`src/design/pcem_pkg.sv`:
```
// Package for the per-component energy meter: operation codes, stream field
// layout, parameter defaults and the entry-file control struct.
// No dependencies.
package pcem_pkg;

  // operation codes carried in tuser
  localparam logic [1:0] FUNC_ON     = 2'd0;
  localparam logic [1:0] FUNC_OFF    = 2'd1;
  localparam logic [1:0] FUNC_UPDATE = 2'd2;

  localparam int FUNC_W   = 2;
  localparam int COMP_W   = 3;
  localparam int POWER_W  = 16;
  localparam int NOW_W    = 48;
  localparam int ENERGY_W = 64;
  localparam int CTIME_W  = 48;

  // slave tdata: component, power_level, now_ticks (67 bits, padded to 72)
  localparam int COMP_LSB  = 0;
  localparam int POWER_LSB = COMP_LSB + COMP_W;
  localparam int NOW_LSB   = POWER_LSB + POWER_W;
  localparam int S_TDATA_W = 72;

  // master tdata: energy_total, component_time, component_on (113 bits, padded to 120)
  localparam int ENERGY_LSB = 0;
  localparam int CTIME_LSB  = ENERGY_LSB + ENERGY_W;
  localparam int ON_LSB     = CTIME_LSB + CTIME_W;
  localparam int M_TDATA_W  = 120;

  localparam int NUM_COMPONENTS_DEF = 8;
  localparam int TIME_BITS_DEF      = 48;

  // write controls for one entry of the component file
  typedef struct packed {
    logic wr;        // write flag and start time
    logic wr_power;  // write stored power
    logic wr_time;   // write active-time total
    logic flag;      // new active flag
  } ef_ctrl_t;

endpackage

```
`src/design/pcem_entry_file.sv`:
```
// Per-component state file: active flag, start time, power and active time.
// One address per cycle, shared by the read and the write. Depends on pcem_pkg.
module pcem_entry_file #(
  parameter int NUM_COMPONENTS = pcem_pkg::NUM_COMPONENTS_DEF,
  parameter int TIME_BITS      = pcem_pkg::TIME_BITS_DEF,
  parameter int IDX_W          = (NUM_COMPONENTS > 1) ? $clog2(NUM_COMPONENTS) : 1
) (
  input  logic                          clk,
  input  logic                          rst,
  input  logic [IDX_W-1:0]              addr,
  input  pcem_pkg::ef_ctrl_t            ctrl,
  input  logic [TIME_BITS-1:0]          wr_start,
  input  logic [pcem_pkg::POWER_W-1:0]  wr_power,
  input  logic [TIME_BITS-1:0]          wr_time,
  output logic                          rd_flag,
  output logic [TIME_BITS-1:0]          rd_start,
  output logic [pcem_pkg::POWER_W-1:0]  rd_power,
  output logic [TIME_BITS-1:0]          rd_time
);
  import pcem_pkg::*;

  logic                 flag_q  [NUM_COMPONENTS];
  logic [TIME_BITS-1:0] start_q [NUM_COMPONENTS];
  logic [POWER_W-1:0]   power_q [NUM_COMPONENTS];
  logic [TIME_BITS-1:0] time_q  [NUM_COMPONENTS];

  always_ff @(posedge clk) begin
    if (rst) begin
      for (int i = 0; i < NUM_COMPONENTS; i++) begin
        flag_q[i]  <= 1'b0;
        start_q[i] <= '0;
        power_q[i] <= '0;
        time_q[i]  <= '0;
      end
    end else begin
      if (ctrl.wr) begin
        flag_q[addr]  <= ctrl.flag;
        start_q[addr] <= wr_start;
      end
      if (ctrl.wr_power) begin
        power_q[addr] <= wr_power;
      end
      if (ctrl.wr_time) begin
        time_q[addr] <= wr_time;
      end
    end
  end

  assign rd_flag  = flag_q[addr];
  assign rd_start = start_q[addr];
  assign rd_power = power_q[addr];
  assign rd_time  = time_q[addr];

endmodule

```
`src/design/per_component_energy_meter_top.sv`:
```
// Turn on passes the dispatch and result states; turn off of a valid component passes
// dispatch, read, multiply, accumulate and result; update repeats read, multiply and
// accumulate for every component. The result state holds while the output is stalled.
// A new item is taken only in the idle state, after the last result is loaded; one shared
// read / multiply / saturating-add unit walks the component file. Reset clears every
// component entry and the energy accumulator. Top level of the per-component energy meter:
// sequencer, shared settle unit and output register. Depends on pcem_pkg and pcem_entry_file.
module per_component_energy_meter_top #(
  parameter int NUM_COMPONENTS = pcem_pkg::NUM_COMPONENTS_DEF,
  parameter int TIME_BITS      = pcem_pkg::TIME_BITS_DEF
) (
  input  logic                           clk,
  input  logic                           rst,
  input  logic                           s_axis_tvalid,
  output logic                           s_axis_tready,
  // fields from bit 0: component[2:0], power_level[18:3], now_ticks[66:19], zero pad
  input  logic [pcem_pkg::S_TDATA_W-1:0] s_axis_tdata,
  // fields from bit 0: func[1:0]
  input  logic [pcem_pkg::FUNC_W-1:0]    s_axis_tuser,
  output logic                           m_axis_tvalid,
  input  logic                           m_axis_tready,
  // fields from bit 0: energy_total[63:0], component_time[111:64], component_on[112], zero pad
  output logic [pcem_pkg::M_TDATA_W-1:0] m_axis_tdata
);
  import pcem_pkg::*;

  localparam int IDX_W  = (NUM_COMPONENTS > 1) ? $clog2(NUM_COMPONENTS) : 1;
  localparam int PROD_W = TIME_BITS + POWER_W;

  localparam logic [2:0] ST_IDLE     = 3'd0;
  localparam logic [2:0] ST_DISPATCH = 3'd1;
  localparam logic [2:0] ST_READ     = 3'd2;
  localparam logic [2:0] ST_MUL      = 3'd3;
  localparam logic [2:0] ST_ACC      = 3'd4;
  localparam logic [2:0] ST_RESULT   = 3'd5;

  logic [2:0]           state, state_next;
  logic [FUNC_W-1:0]    func;
  logic [IDX_W-1:0]     idx;
  logic                 valid;
  logic [POWER_W-1:0]   power_in;
  logic [TIME_BITS-1:0] now;
  logic [IDX_W-1:0]     walk;
  logic                 act;
  logic [TIME_BITS-1:0] elapsed;
  logic [PROD_W-1:0]    prod;
  logic [ENERGY_W-1:0]  energy_acc, energy_next;

  ef_ctrl_t             ef_ctrl;
  logic [TIME_BITS-1:0] wr_time;
  logic                 rd_flag;
  logic [TIME_BITS-1:0] rd_start;
  logic [POWER_W-1:0]   rd_power;
  logic [TIME_BITS-1:0] rd_time;

  logic [NOW_W-1:0]     in_now;
  logic [31:0]          in_comp32;
  logic                 in_valid;
  logic                 accept, out_load;
  logic                 walk_last;
  logic [ENERGY_W:0]    energy_sum;
  logic [TIME_BITS:0]   time_sum;
  logic [63:0]          time_ext;

  assign s_axis_tready = (state == ST_IDLE);
  assign accept        = s_axis_tvalid && s_axis_tready;

  assign in_now    = s_axis_tdata[NOW_LSB +: NOW_W];
  assign in_comp32 = 32'(s_axis_tdata[COMP_LSB +: COMP_W]);
  assign in_valid  = in_comp32 < 32'(NUM_COMPONENTS);

  assign walk_last = (walk == IDX_W'(NUM_COMPONENTS - 1));
  assign out_load  = (state == ST_RESULT) && (!m_axis_tvalid || m_axis_tready);

  // shared settle unit: saturating accumulate and saturating time total
  assign energy_sum  = {1'b0, energy_acc} + {1'b0, ENERGY_W'(prod)};
  assign energy_next = energy_sum[ENERGY_W] ? {ENERGY_W{1'b1}} : energy_sum[ENERGY_W-1:0];
  assign time_sum    = {1'b0, rd_time} + {1'b0, elapsed};
  assign wr_time     = time_sum[TIME_BITS] ? {TIME_BITS{1'b1}} : time_sum[TIME_BITS-1:0];

  pcem_entry_file #(
    .NUM_COMPONENTS (NUM_COMPONENTS),
    .TIME_BITS      (TIME_BITS),
    .IDX_W          (IDX_W)
  ) u_entry_file (
    .clk      (clk),
    .rst      (rst),
    .addr     (walk),
    .ctrl     (ef_ctrl),
    .wr_start (now),
    .wr_power (power_in),
    .wr_time  (wr_time),
    .rd_flag  (rd_flag),
    .rd_start (rd_start),
    .rd_power (rd_power),
    .rd_time  (rd_time)
  );

  always_comb begin
    state_next = state;
    ef_ctrl    = '0;
    unique case (state)
      ST_IDLE: begin
        if (accept) state_next = ST_DISPATCH;
      end
      ST_DISPATCH: begin
        case (func)
          FUNC_ON: begin
            ef_ctrl.wr       = valid;
            ef_ctrl.wr_power = valid;
            ef_ctrl.flag     = 1'b1;
            state_next       = ST_RESULT;
          end
          FUNC_OFF:    state_next = valid ? ST_READ : ST_RESULT;
          FUNC_UPDATE: state_next = ST_READ;
          default:     state_next = ST_RESULT;
        endcase
      end
      ST_READ: state_next = ST_MUL;
      ST_MUL:  state_next = ST_ACC;
      ST_ACC: begin
        ef_ctrl.wr      = act;
        ef_ctrl.wr_time = act;
        ef_ctrl.flag    = (func != FUNC_OFF);
        state_next      = (func == FUNC_UPDATE && !walk_last) ? ST_READ : ST_RESULT;
      end
      ST_RESULT: begin
        if (out_load) state_next = ST_IDLE;
      end
      default: state_next = ST_IDLE;
    endcase
  end

  always_ff @(posedge clk) begin
    if (rst) begin
      state      <= ST_IDLE;
      walk       <= '0;
      energy_acc <= '0;
    end else begin
      state <= state_next;
      if (accept) begin
        walk <= (s_axis_tuser == FUNC_UPDATE || !in_valid) ? '0 : in_comp32[IDX_W-1:0];
      end
      if (state == ST_ACC) begin
        if (act) energy_acc <= energy_next;
        // advance the walk, or point back at the addressed component (entry 0 if out of range)
        if (func == FUNC_UPDATE && !walk_last) begin
          walk <= walk + 1'b1;
        end else begin
          walk <= valid ? idx : '0;
        end
      end
    end
  end

  // item and datapath registers
  always_ff @(posedge clk) begin
    if (accept) begin
      func     <= s_axis_tuser;
      idx      <= in_comp32[IDX_W-1:0];
      valid    <= in_valid;
      power_in <= s_axis_tdata[POWER_LSB +: POWER_W];
      now      <= in_now[TIME_BITS-1:0];
    end
    if (state == ST_READ) begin
      act     <= rd_flag;
      elapsed <= (now >= rd_start) ? (now - rd_start) : '0;
    end
    if (state == ST_MUL) begin
      prod <= PROD_W'(elapsed) * PROD_W'(act ? rd_power : '0);
    end
  end

  assign time_ext = 64'(rd_time);

  always_ff @(posedge clk) begin
    if (rst) begin
      m_axis_tvalid <= 1'b0;
    end else if (out_load) begin
      m_axis_tvalid <= 1'b1;
    end else if (m_axis_tready) begin
      m_axis_tvalid <= 1'b0;
    end
  end

  // pack component_on, component_time and energy_total from the top bit down
  always_ff @(posedge clk) begin
    if (out_load) begin
      m_axis_tdata <= M_TDATA_W'({valid && rd_flag,
                                  (valid ? time_ext[CTIME_W-1:0] : {CTIME_W{1'b0}}),
                                  energy_acc});
    end
  end

  a_result_from_seq: assert property (@(posedge clk) disable iff (rst)
    $rose(m_axis_tvalid) |-> $past(state) == ST_RESULT)
    else $error("result appeared outside the result state");

  a_energy_monotonic: assert property (@(posedge clk) disable iff (rst)
    1'b1 |=> energy_acc >= $past(energy_acc))
    else $error("energy accumulator decreased");

  a_walk_in_range: assert property (@(posedge clk) disable iff (rst)
    (state == ST_READ || state == ST_ACC) |-> 32'(walk) < 32'(NUM_COMPONENTS))
    else $error("walk index beyond component count");

  a_no_write_idle: assert property (@(posedge clk) disable iff (rst)
    (ef_ctrl.wr || ef_ctrl.wr_time || ef_ctrl.wr_power) |->
      (state == ST_DISPATCH || state == ST_ACC))
    else $error("entry write outside dispatch or accumulate");

endmodule
```
`config.mk`:
```
export PLATFORM = sky130hd
export DESIGN_NAME = per_component_energy_meter_top
export DESIGN_NICKNAME = d
export VERILOG_FILES = /design/src/design/pcem_pkg.sv /design/src/design/pcem_entry_file.sv /design/src/design/per_component_energy_meter_top.sv
export SDC_FILE = /design/constraint.sdc
export NUM_CORES = 2
export LEC_CHECK = 0
export BUFFER_PORTS_ARGS = -buffer_cell sky130_fd_sc_hd__buf_4
export CORE_UTILIZATION = 30
export DETAILED_ROUTE_END_ITERATION = 10
export PLACE_DENSITY = 0.48
export SKIP_CTS_REPAIR_TIMING = 1
export SLEW_MARGIN = 20
export SYNTH_ARGS = -nofsm -noshare
export SYNTH_HDL_FRONTEND = slang
export SYNTH_SLANG_ARGS = --single-unit
```
`constraint.sdc`:
```
create_clock -name clk -period 13.75 [get_ports clk]
set_input_delay 2.75 -clock clk [delete_from_list [all_inputs] [get_ports clk]]
set_output_delay 2.75 -clock clk [all_outputs]
set_load 0.02 [all_outputs]
```
==> flow_summary_export.csv <==
group,metric,value,unit
power_and_ir_drop,combinationalPowerShare,58.4,%
yosys,ys_types,93,
finish,final_cells,11100,
setup_path,required,14.26,ns
power_and_ir_drop,swShare,45.1,%
setup_path,crit_path_end_kind,"flip-flop",
finish,seq_area,0.0375,mm²
setup_path,cp_slowest_stage_delay,0.72,ns
power_and_ir_drop,clkPwrFrac,18.0,%
grt,use_met3,2.65,%
power_and_ir_drop,power_frac_seq,23.7,%
place,place_area,0.0905,mm²
setup_path,critPathTopFamily,"adder cells",
detailed_routing,post-route-drc-count,0,
finish,area_growth,12.4,%
setup_path,crit_fanout,48,
setup_path,cp-start-kind,"flip-flop",
detailed_routing,first_pass_iters,5,
yosys,syn_inst,7233,
setup_path,critPathKind,"flip-flop to flip-flop",
power_and_ir_drop,total_power,21.6,mW
cts,clkSlewWorstSetupHoldPaths,0.06,ns
grt,grt_pass1_wl,381000,µm
grt,grtUsageMet1,23.7,%
finish,multi_input_area,0.0431,mm²
floorplan,die_w,533,µm
finish,final_area,0.0952,mm²
grt,grt_pass1_vias,58200,
grt,antenna_found_initial,20,
sta,maxSlewViolCount,0,
sta,fin_crit_sh,73.9,%
yosys,synth_largest_area_cell,"edfxtp_1",
sta,setup-tns-final,0,ns
floorplan,initial_core_util,30.2,%
detailed_routing,drt-vias-per-instance,4.93,
cts,cts_buffers,155,
sta,whs,0.466,ns
setup_path,arrival,10.67,ns
grt,grt_overflow,0,
floorplan,rows,194,
sta,layout_setup_ws,3.58,ns
finish,fin_util,34.0,%
hold_path,min_path_type,"flip-flop to flip-flop",
yosys,ys_warn_count,0,
place,dp_hpwl,163000,µm
detailed_routing,via_count,54900,
sta,maxSlewHeadroom,24.5,%
finish,fin_nets,8331,
power_and_ir_drop,p_int,11.9,mW
yosys,synthArstFlopShare,0,%
yosys,synth_area_leaders,"edfxtp_1 43%, fa_1 15%, mux4_2 6.0%",
power_and_ir_drop,power_leakage,37.4,nW
detailed_routing,postRouteAntennaNets,0,
place,dp_slack,3.56,ns
power_and_ir_drop,switchingPower,9.73,mW
finish,drive_gt1_share,12.6,%
floorplan,io_pins,200,
sta,fmax,98.4,MHz
grt,use_met2,30.2,%
yosys,synth_edf_count,1199,
yosys,synthMostInstantiatedCell,"edfxtp_1",
grt,track_usage,17.9,%
outcome,outcome,"complete, no violations",
yosys,synth_top_area_share,42.5,%
setup_path,cpMaxStageDelayCell,"buf_4",
detailed_routing,drt-total-wl,256000,µm
sta,finalClockSkew,0.108,ns
yosys,synthTopCellsByCount,"1199 x edfxtp_1, 754 x inv_1, 732 x and2_1",
detailed_routing,drt_iter0_markers,4354,
place,gp_congestion,0.861,
sta,tightest_slew,1.13,ns
sta,grt_setup_unrepaired,"false",
cts,cts_root_buffer,"clkbuf_16",
cts,cts_max_path_buffers,4,
finish,nFillCells,28000,
yosys,synth_seq_area_share,44.2,%
floorplan,chipHeight,533,µm
yosys,syn-cell-area,0.0847,mm²
job,drv_cap,0,
detailed_routing,routedWlPerCell,23.0,µm
power_and_ir_drop,cellPowerDensity,227,mW/mm²
cts,worstSkewPairLatency,0.87,ns
yosys,ys.flop_type,"edfxtp_1",
sta,hold_violations,0,
floorplan,fp.dieArea,0.285,mm²
setup_path,path_common_cell,"fa_1",
floorplan,core_area,0.280,mm²
grt,grt_max_degree,113,
setup_path,path_buf_inv,5,
sta,period_needed,10.17,ns
cts,htreeDepth,4,
yosys,ys_ff_latch,1273,
place,io_buffers,187,
cts,tritoncts,"built",
cts,clock_sinks,1273,
power_and_ir_drop,peakVddDrop,0.000239,V
yosys,syn_avg_cell_area,11.7,µm²
sta,setup_viol,0,
place,dp.cells,10900,
grt,busiest_layer,"met2",
==> cell usage in the layout (no fill, tap or decap), types with 125 or more instances in the layout <==
cell type / n
fa_1: 645
inv_1: 754
and2_1: 730
edfxtp_1: 1199
buf_4: 303
o21ai_0: 125
a21oi_1: 271
mux4_2: 226
nand2_1: 692
nor2_1: 600
clkbuf_16: 160
ha_1: 301
==> area by class of cell <==
| type | instances | area share, % |
|---|---|---|
| multi-input combinational | 4812 | 45.3 |
| sequential | 1273 | 39.4 |
| tap | 3724 | 4.89 |
| clock buffer | 198 | 4.40 |
| inverter | 757 | 2.98 |
| timing repair buffer | 308 | 2.50 |
| clock inverter | 69 | 0.537 |
| antenna | 8 | 0.0210 |
==> routing by layer <==
layer | vias up | wire (µm)
li1 | 24800 | -
met3 | 394 | 15100
met4 | 2 | 8310
met5 | - | 13
met2 | 1666 | 122000
met1 | 28100 | 110000
==> flip-flops by register name (all words and copies together), names as in the netlist, named ones only <==
signal and flops:
u_entry_file.flag_q 8, u_entry_file.start_q 384, m_axis_tvalid 1, state 3
act 1, idx 3, energy_acc 64, u_entry_file.time_q 384
power_in 16, m_axis_tdata 113, now 48, func 2
prod 64, u_entry_file.power_q 128, walk 3, elapsed 48
==> power by group through the flow <==
stage | logic (mW) | clock network (mW) | registers, mW
after floorplan | 8.92 | 0 | 5.13
after global placement | 12.4 | 0 | 5.19
after detailed placement | 12.5 | 0 | 5.20
after CTS | 12.6 | 3.99 | 5.12
after global routing | 14.0 | 4.11 | 5.15
final | 12.6 | 3.88 | 5.11
==> kinds of logic after synthesis <==
| family | share of synthesized area (%) |
|---|---|
| AOI/OAI and AO/OA | 6.52 |
| xor gates and xnor gates | 2.08 |
| adders and majority gates | 19.7 |
| buffers and inverters | 5.21 |
| DFF | 44.2 |
| muxes | 7.44 |
| other | 0.00443 |
| and+or+nand+nor | 14.8 |
==> final timing paths <==
kind | from | endpoint | slack (ns) | cells past startpoint
max | flip-flop | prod[60]$_DFFE_PP_ | 3.58 | 26
max reg2reg | flip-flop | prod[60]$_DFFE_PP_ | 3.58 | 26
min | energy_acc[0]$_SDFFE_PP0P_ | m_axis_tdata[0]$_DFFE_PP_ | 0.47 | 0
min reg2reg | energy_acc[0]$_SDFFE_PP0P_ | m_axis_tdata[0]$_DFFE_PP_ | 0.47 | 0
Note: power is estimated with default switching activity, not from simulation.
